==> config.mk <==
export PLATFORM = sky130hd
export DESIGN_NAME = psp_ctrl
export DESIGN_NICKNAME = d
export VERILOG_FILES = /design/src/projectile_slot_pool_top_macros.svh /design/src/psp_pkg.sv /design/src/psp_ctrl.sv
export SDC_FILE = /design/constraint.sdc
export NUM_CORES = 1
export LEC_CHECK = 0
export ABC_AREA = 1
export BUFFER_PORTS_ARGS = -buffer_cell sky130_fd_sc_hd__buf_2
export CAP_MARGIN = 40
export CORE_AREA = 5 5 42 44
export CTS_BUF_LIST = sky130_fd_sc_hd__clkbuf_8
export DETAILED_ROUTE_END_ITERATION = 16
export DIE_AREA = 0 0 47 49
export GPL_TIMING_DRIVEN = 0
export RECOVER_POWER = 25
export SLEW_MARGIN = 20
export SYNTH_ARGS = -nofsm -noshare
export SYNTH_HDL_FRONTEND = slang
export SYNTH_SLANG_ARGS = --single-unit
==> constraint.sdc <==
create_clock -name clk_i -period 1.9 [get_ports clk_i]
set_input_delay 0.095 -clock clk_i [delete_from_list [all_inputs] [get_ports clk_i]]
set_output_delay 0.095 -clock clk_i [all_outputs]
set_load 0.01 [all_outputs]
==> src/projectile_slot_pool_top_macros.svh <==
// Assertion helpers for the projectile slot pool.
`ifndef PROJECTILE_SLOT_POOL_TOP_MACROS_SVH
`define PROJECTILE_SLOT_POOL_TOP_MACROS_SVH
`ifndef SYNTHESIS
// Checked under reset disable.
`define PSP_ASSERT(lbl, clk, rstn, prop) \
  lbl: assert property (@(posedge clk) disable iff (!rstn) prop) \
    else $error("psp assertion failed");
// Checked during reset as well.
`define PSP_ASSERT_ALWAYS(lbl, clk, prop) \
  lbl: assert property (@(posedge clk) prop) \
    else $error("psp assertion failed");
`else
`define PSP_ASSERT(lbl, clk, rstn, prop)
`define PSP_ASSERT_ALWAYS(lbl, clk, prop)
`endif
`endif

==> src/psp_pkg.sv <==
`timescale 1ns / 1ps
package psp_pkg;

  typedef enum logic [1:0] {
    REQ_LAUNCH    = 2'd0,
    REQ_LAUNCH_AT = 2'd1,
    REQ_TICK      = 2'd2,
    REQ_GET       = 2'd3
  } req_e;

  typedef enum logic [1:0] {
    ST_OK       = 2'd0,
    ST_FULL     = 2'd1,
    ST_NOT_LIVE = 2'd2
  } stat_e;

  localparam logic [1:0] CFG_SPEED    = 2'd0;
  localparam logic [1:0] CFG_LIFETIME = 2'd1;

  localparam logic [15:0] SPEED_RST = 16'd1000;
  localparam logic [23:0] LIFE_RST  = 24'd32768;

  typedef enum logic [3:0] {
    C_IDLE,
    C_DISPATCH,
    C_SEARCH,
    C_NORM_GO,
    C_NORM_WAIT,
    C_STORE,
    C_TICK_PRE,
    C_TICK_RD,
    C_TICK_MUL,
    C_TICK_WB,
    C_GET_RD,
    C_GET_OUT
  } ctrl_state_e;

  typedef enum logic [3:0] {
    N_IDLE,
    N_SQ,
    N_LEN,
    N_DINIT,
    N_DIV,
    N_RINIT,
    N_ROOT,
    N_WR,
    N_DONE
  } norm_state_e;

  // controller -> datapath
  typedef struct packed {
    logic latch;
    logic scan_inc;
    logic norm_go;
    logic store_we;
    logic tick_pre;
    logic rd_tick;
    logic tick_mul;
    logic tick_wb;
    logic rd_get;
    logic resp;
  } dp_cmd_t;

  // datapath -> controller
  typedef struct packed {
    req_e req;
    logic slot_ok;
    logic scan_end;
    logic scan_alive;
    logic pool_full;
    logic norm_done;
  } dp_stat_t;

  typedef struct packed {
    logic [31:0] pos_x;
    logic [31:0] pos_y;
    logic [15:0] dir_x;
    logic [15:0] dir_y;
    logic [23:0] age;
    logic [7:0]  kind;
    logic [7:0]  team;
  } entry_t;

endpackage

==> src/psp_ctrl.sv <==
`timescale 1ns / 1ps
module psp_ctrl (
  input  logic              clk_i,
  input  logic              rst_ni,
  input  logic              start_i,
  input  psp_pkg::dp_stat_t stat_i,
  output psp_pkg::dp_cmd_t  cmd_o,
  output logic              busy_o
);

  psp_pkg::ctrl_state_e st_q, st_d;

  always_comb begin
    st_d = st_q;
    case (st_q)
      psp_pkg::C_IDLE: if (start_i) st_d = psp_pkg::C_DISPATCH;
      psp_pkg::C_DISPATCH: begin
        case (stat_i.req)
          psp_pkg::REQ_LAUNCH:    st_d = psp_pkg::C_SEARCH;
          psp_pkg::REQ_LAUNCH_AT: st_d = stat_i.slot_ok ? psp_pkg::C_NORM_GO
                                                        : psp_pkg::C_IDLE;
          psp_pkg::REQ_TICK:      st_d = psp_pkg::C_TICK_PRE;
          psp_pkg::REQ_GET:       st_d = psp_pkg::C_GET_RD;
          default:                st_d = psp_pkg::C_IDLE;
        endcase
      end
      psp_pkg::C_SEARCH: begin
        if (stat_i.scan_end) begin
          st_d = stat_i.pool_full ? psp_pkg::C_IDLE : psp_pkg::C_NORM_GO;
        end else if (!stat_i.scan_alive) begin
          st_d = psp_pkg::C_NORM_GO;
        end
      end
      psp_pkg::C_NORM_GO:   st_d = psp_pkg::C_NORM_WAIT;
      psp_pkg::C_NORM_WAIT: if (stat_i.norm_done) st_d = psp_pkg::C_STORE;
      psp_pkg::C_STORE:     st_d = psp_pkg::C_IDLE;
      psp_pkg::C_TICK_PRE:  st_d = psp_pkg::C_TICK_RD;
      psp_pkg::C_TICK_RD: begin
        if (stat_i.scan_end)        st_d = psp_pkg::C_IDLE;
        else if (stat_i.scan_alive) st_d = psp_pkg::C_TICK_MUL;
      end
      psp_pkg::C_TICK_MUL:  st_d = psp_pkg::C_TICK_WB;
      psp_pkg::C_TICK_WB:   st_d = psp_pkg::C_TICK_RD;
      psp_pkg::C_GET_RD:    st_d = psp_pkg::C_GET_OUT;
      psp_pkg::C_GET_OUT:   st_d = psp_pkg::C_IDLE;
      default:              st_d = psp_pkg::C_IDLE;
    endcase
  end

  always_comb begin
    cmd_o  = '0;
    busy_o = (st_q != psp_pkg::C_IDLE);
    case (st_q)
      psp_pkg::C_IDLE:     cmd_o.latch = start_i;
      psp_pkg::C_DISPATCH: begin
        if (stat_i.req == psp_pkg::REQ_LAUNCH_AT && !stat_i.slot_ok) cmd_o.resp = 1'b1;
      end
      psp_pkg::C_SEARCH: begin
        if (stat_i.scan_end) begin
          cmd_o.resp = stat_i.pool_full;
        end else if (stat_i.scan_alive) begin
          cmd_o.scan_inc = 1'b1;
        end
      end
      psp_pkg::C_NORM_GO:  cmd_o.norm_go = 1'b1;
      psp_pkg::C_STORE: begin
        cmd_o.store_we = 1'b1;
        cmd_o.resp     = 1'b1;
      end
      psp_pkg::C_TICK_PRE: cmd_o.tick_pre = 1'b1;
      psp_pkg::C_TICK_RD: begin
        if (stat_i.scan_end)        cmd_o.resp     = 1'b1;
        else if (stat_i.scan_alive) cmd_o.rd_tick  = 1'b1;
        else                        cmd_o.scan_inc = 1'b1;
      end
      psp_pkg::C_TICK_MUL: cmd_o.tick_mul = 1'b1;
      psp_pkg::C_TICK_WB: begin
        cmd_o.tick_wb  = 1'b1;
        cmd_o.scan_inc = 1'b1;
      end
      psp_pkg::C_GET_RD:   cmd_o.rd_get = 1'b1;
      psp_pkg::C_GET_OUT:  cmd_o.resp   = 1'b1;
      default: ;
    endcase
  end

  always_ff @(posedge clk_i or negedge rst_ni) begin
    if (!rst_ni) begin
      st_q <= psp_pkg::C_IDLE;
    end else begin
      st_q <= st_d;
    end
  end

endmodule

==> metrics.csv, run 1 <==
metric;value;unit
status;finished clean;
first-pass GRT wire length;2100;um
number of DRC markers in iteration 0;10;
clock share of power;0.199;
wire length per cell;9.92;um
Post-Syn Instances;89;
max-slew violation count;0;
vias in the first global route;534;
final setup violation count;0;
drt pass-1 iters;4;
Largest Register;st_q;
Setup crit start kind;flip-flop;
Die ar.;2300;um^2
DRC Markers;0;
Largest regs;st_q (4);
Ports;21;
RD Place Congestion;0.834;
number of H-tree levels;1;
Detailed Place HPWL;1080;um
Crit path arrival time;1.47;ns
CP Max Fanout;6;
clk sinks;4;
FF-to-FF path depth;5;
Synth Register Bits;4;
worst vdd ir;709;uV
hold depth;4;
post-CTS setup buffers;0;
worst-case clock buffer depth;2;
Routed WL;1280;um
share of layout cells above drive strength 1;0.257;
PnR worst setup slack;0.339;ns
switching power;432;uW
initial core utilization;0.328;
Resize count post-CTS;0;
die width;47;um
Clock Skew;0.000626;ns
CTS clk-pin slew, worst paths;0.03;ns
Mapped Area;459;um^2
Post-Syn Nets;99;
Pwr Density;1390;nW/um^2
Hold-fix buffers, CTS;1;
filler cell count in the final layout;166;
WP data required;1.80;ns
largest net degree at the start of global routing;8;
Max Cap Violations;0;
Final Cycle Share;0.822;
Crit Path Category;reg2out;
Seq pwr share;0.203;
TritonCTS buffer count;3;
switching fraction of total power;0.495;
Vias/cell;4.50;
Int Pwr;441;uW
CP Capture Type;primary output;
YS warnings;0;
sequential share of the synthesized area;0.218;
syn_area_per_cell;5.16;um^2
antenna violations before repair;0;
Std-Cell Rows;14;
RSZ-0062 raised after global routing;no;
Largest register FFs;4;
clock period minus final worst setup slack;1.56;ns
Hold WC Path Type;in2reg;
TritonCTS clock tree;yes;
Comb power frac;0.598;
final hold violation count;0;
Place WS;0.551;ns
worst skew pair latency;0.21;ns
P_leak;0.404;nW
clk root buf;clkbuf_8;
Yosys cell types;12;
FMAX;641;MHz
Die H;49;um
GRT Total Usage;0.122;
Tightest Pin Transition;0.409;ns
max_slew headroom;0.726;
NumNets Final;125;
grt ovf;0;
routed vias;580;
setup_tns;0;ns
I/O Buffers;20;
Layout area overhead;37.1;%
post-route ant nets;0;
Core Footprint;1400;um^2
ANT cells;0;
-- final cells by class --
type	count	area [um^2]	share of cell area
multi-input cells	70	303	0.481
clock buffers	3	41.3	0.0656
flip-flops and latches	4	100	0.159
inverters	15	56.3	0.0895
repair buffers	21	109	0.173
well taps	16	20.0	0.0318
-- path summary, 6_finish.rpt --
| path | from | endpoint | slack [ns] |
|---|---|---|---|
| max | st_q[2] | cmd_o[8] | 0.34 |
| min | stat_i[2] | st_q[0] | 0.19 |
| max reg2reg | st_q[2] | st_q[3] | 0.54 |
| min reg2reg | st_q[2] | st_q[2] | 0.57 |
| max in group asynchronous | rst_ni | st_q[0] | 1.48 |
| min in group asynchronous | rst_ni | st_q[1] | 0.24 |
-- placed cells by master (no fill, tap or decap), drive strengths merged --
cell type	synthesis	layout
nand3	5	5
o2111ai	1	1
nor3	3	3
dlygate4sd3	0	1
nor2	27	27
dfrtp	4	4
buf	0	19
nand2	30	30
nand3b	2	2
o21ai	2	2
inv	15	15
clkbuf	0	4
-- layer usage --
| layer | up-vias | track usage | wire (um) |
|---|---|---|---|
| met3 | 0 | 0.0111 | 43 |
| met4 | 0 | 0.0645 | 0 |
| li1 | 321 | - | - |
| met1 | 246 | 0.151 | 596 |
| met2 | 13 | 0.199 | 640 |
| met5 | - | 0 | 0 |
-- kinds of logic (layout without fill, tap and decap cells) --
kind of cell	Yosys count	in the layout	share of synthesized area
AO/OA/AOI/OAI	3	3	0.0409
buffers and inverters	15	39	0.123
flip-flops	4	4	0.218
AND/OR/NAND/NOR	67	67	0.618
-- metrics by stage --
stage                      util  hold slack (ns)  power, mW  area (um^2)  instances
final                     0.449            0.187      0.873          629        129
after global routing      0.449            0.205      0.977          629        129
after CTS                 0.450            0.185      0.888          631        129
after detailed placement  0.413          -0.0996      0.704          579        125
after global placement    0.413           -0.101      0.706          579        125
after floorplan               -           -0.201      0.549          459         89
-- power groups by stage --
stage          logic [mW]  clock network [mW]  registers, mW
3_5_place_dp        0.528                   0          0.176
3_3_place_gp        0.531                   0          0.176
6_report            0.522               0.174          0.177
5_1_grt             0.602               0.192          0.183
4_1_cts             0.532               0.182          0.175
2_1_floorplan       0.386                   0          0.163
-- cell usage after synthesis --
| master | n | area share |
|---|---|---|
| nor3_1 | 3 | 0.033 |
| nand3_1 | 5 | 0.054 |
| nand2_1 | 26 | 0.21 |
| o21ai_0 | 2 | 0.022 |
| nor2_2 | 2 | 0.027 |
| dfrtp_1 | 4 | 0.22 |
| inv_1 | 14 | 0.11 |
| nor2_1 | 25 | 0.20 |
| nand3b_1 | 2 | 0.033 |
| o2111ai_1 | 1 | 0.019 |
| inv_2 | 1 | 0.0082 |
| nand2_2 | 4 | 0.054 |
-- worst max-delay path: stages, from the launching register on --
cell and delay [ns]:
dfrtp_1 0.42, nor2_1 0.36, nand3_1 0.14, nand2_2 0.11, inv_2 0.05, nand2_1 0.04, buf_2 0.12
Note: power is estimated with default switching activity, not from simulation.
==> inputs of run 2 (changes only) <==
Clock period 1.9 ns to 1.6 ns, I/O delays scaled along.
==> metrics.csv, run 2 (synthesis gave the netlist of run 1 again) <==
metric;value;unit
crit-path max cell delay;0.40;ns
slowest cell on the critical path;dfrtp_1;
status;finished clean;
GRT Total Usage;0.122;
Vias/cell;4.44;
largest net degree at the start of global routing;8;
FMAX;683;MHz
Reg2Reg Setup Slack;0.33;ns
commonest non-fill, non-tap cells in the layout;26 x nand2_1, 24 x nor2_1, 19 x buf_2, 14 x inv_1, 5 x nand3_1;
first-pass GRT wire length;2100;um
Die H;49;um
Comb power frac;0.599;
worst path cell trace;inv_1 -> nand2_1 -> nor2_2 -> nand2_2 -> nand2_2 -> inv_2 -> nand2_1 -> buf_2;
worst skew pair latency;0.21;ns
Critical Path Start;st_q[3];
post-route ant nets;0;
Largest regs;st_q (4);
initial core utilization;0.328;
RSZ-0062 raised after global routing;no;
clk sinks;4;
drt pass-1 iters;4;
grt ovf;0;
FF-to-FF path depth;6;
max_slew headroom;0.799;
max-slew violation count;0;
TritonCTS buffer count;3;
reg2reg end;st_q[0];
Crit Path Category;reg2out;
PnR worst setup slack;0.136;ns
clock share of power;0.198;
switching power;520;uW
RD Place Congestion;0.834;
Seq pwr share;0.204;
number of DRC markers in iteration 0;8;
Routed WL;1290;um
Core Footprint;1400;um^2
Final Cycle Share;0.915;
Layout area overhead;37.6;%
NumNets Final;125;
CP Max Fanout;4;
post-CTS setup buffers;0;
Clock Skew;0.000626;ns
DRC Markers;0;
commonest non-fill, non-tap cell in the layout;nand2_1;
clock period minus final worst setup slack;1.46;ns
CTS clk-pin slew, worst paths;0.03;ns
placed cells;125;
share of layout cells above drive strength 1;0.265;
ANT cells;0;
TritonCTS clock tree;yes;
Std-Cell Rows;14;
Hold WC Path Type;in2reg;
Tightest Pin Transition;0.300;ns
clk root buf;clkbuf_8;
Largest register FFs;4;
hold_ws;0.171;ns
switching fraction of total power;0.497;
final setup violation count;0;
vias in the first global route;534;
wire length per cell;9.98;um
Max Cap Violations;0;
I/O Buffers;20;
setup_tns;0;ns
Setup crit end;cmd_o[8];
Place WS;0.251;ns
antenna violations before repair;0;
P_leak;0.404;nW
number of H-tree levels;1;
Die ar.;2300;um^2
Setup crit start kind;flip-flop;
worst-case clock buffer depth;2;
WP data required;1.52;ns
reg-to-reg critical path startpoint;st_q[0];
routed vias;573;
HP Start;stat_i[2];
Pwr Density;1660;nW/um^2
Detailed Place HPWL;1080;um
worst vdd ir;847;uV
final hold violation count;0;
CP Capture Type;primary output;
die width;47;um
Layout Cells excl Fill;129;
Largest Register;st_q;
Crit path arrival time;1.38;ns
Area after DPL;579;um^2
Final Instance Area;632;um^2
Ports;21;
Int Pwr;527;uW
==> run 2: changes by cell type in the layout (fill, tap and decap cells not counted) <==
cell,change
nor2_1,-1
nor2_2,+1
==> run 2: critical path, delay by kind of cell, from the launching register on <==
kind,cells,cell delay [ns]
AND/OR/NAND/NOR,5,0.48
flip-flops,1,0.40
buffers and inverters,3,0.28
==> run 2: how the worst min path moves through the flow <==
stage,endpoint,slack (ns),depth (start not counted)
2_1_floorplan,st_q[0],-0.22,0
3_3_place_gp,st_q[2],-0.12,1
3_5_place_dp,st_q[3],-0.11,1
4_1_cts,st_q[0],0.17,4
5_1_grt,st_q[0],0.19,4
6_report,st_q[0],0.17,4
==> run 2: area by class of cell <==
| type | count | area (um^2) |
|---|---|---|
| inverters | 15 | 56.3 |
| clock buffers | 3 | 41.3 |
| flip-flops and latches | 4 | 100 |
| multi-input cells | 70 | 305 |
| repair buffers | 21 | 109 |
| fillers | 168 | 769 |
| well taps | 16 | 20.0 |
==> run 2: what timing repair did <==
action,in CTS,in global routing
hold endpoints to repair,4,0
gates resized for setup,0,1
setup endpoints to repair,0,1
hold buffers,1,0
==> run 2: metal layers <==
layer / vias up / global-route usage / routed length (um)
li1: 321 / - / -
met1: 241 / 0.151 / 629
met2: 11 / 0.199 / 625
met3: 0 / 0.0111 / 31
met4: 0 / 0.0645 / 0
met5: - / 0 / 0
==> run 2: power groups by stage <==
stage	sequential [mW]	combinational, mW	clock (mW)
3_3_place_gp	0.209	0.630	0
6_report	0.213	0.626	0.207
5_1_grt	0.221	0.718	0.228
4_1_cts	0.207	0.631	0.216
3_5_place_dp	0.209	0.627	0
2_1_floorplan	0.194	0.458	0
==> run 2: per-stage QoR <==
step / total power [mW] / util
after global placement: 0.839 / 0.413
after global routing: 1.17 / 0.451
final: 1.05 / 0.451
after detailed placement: 0.836 / 0.413
after floorplan: 0.652 / -
after CTS: 1.05 / 0.450
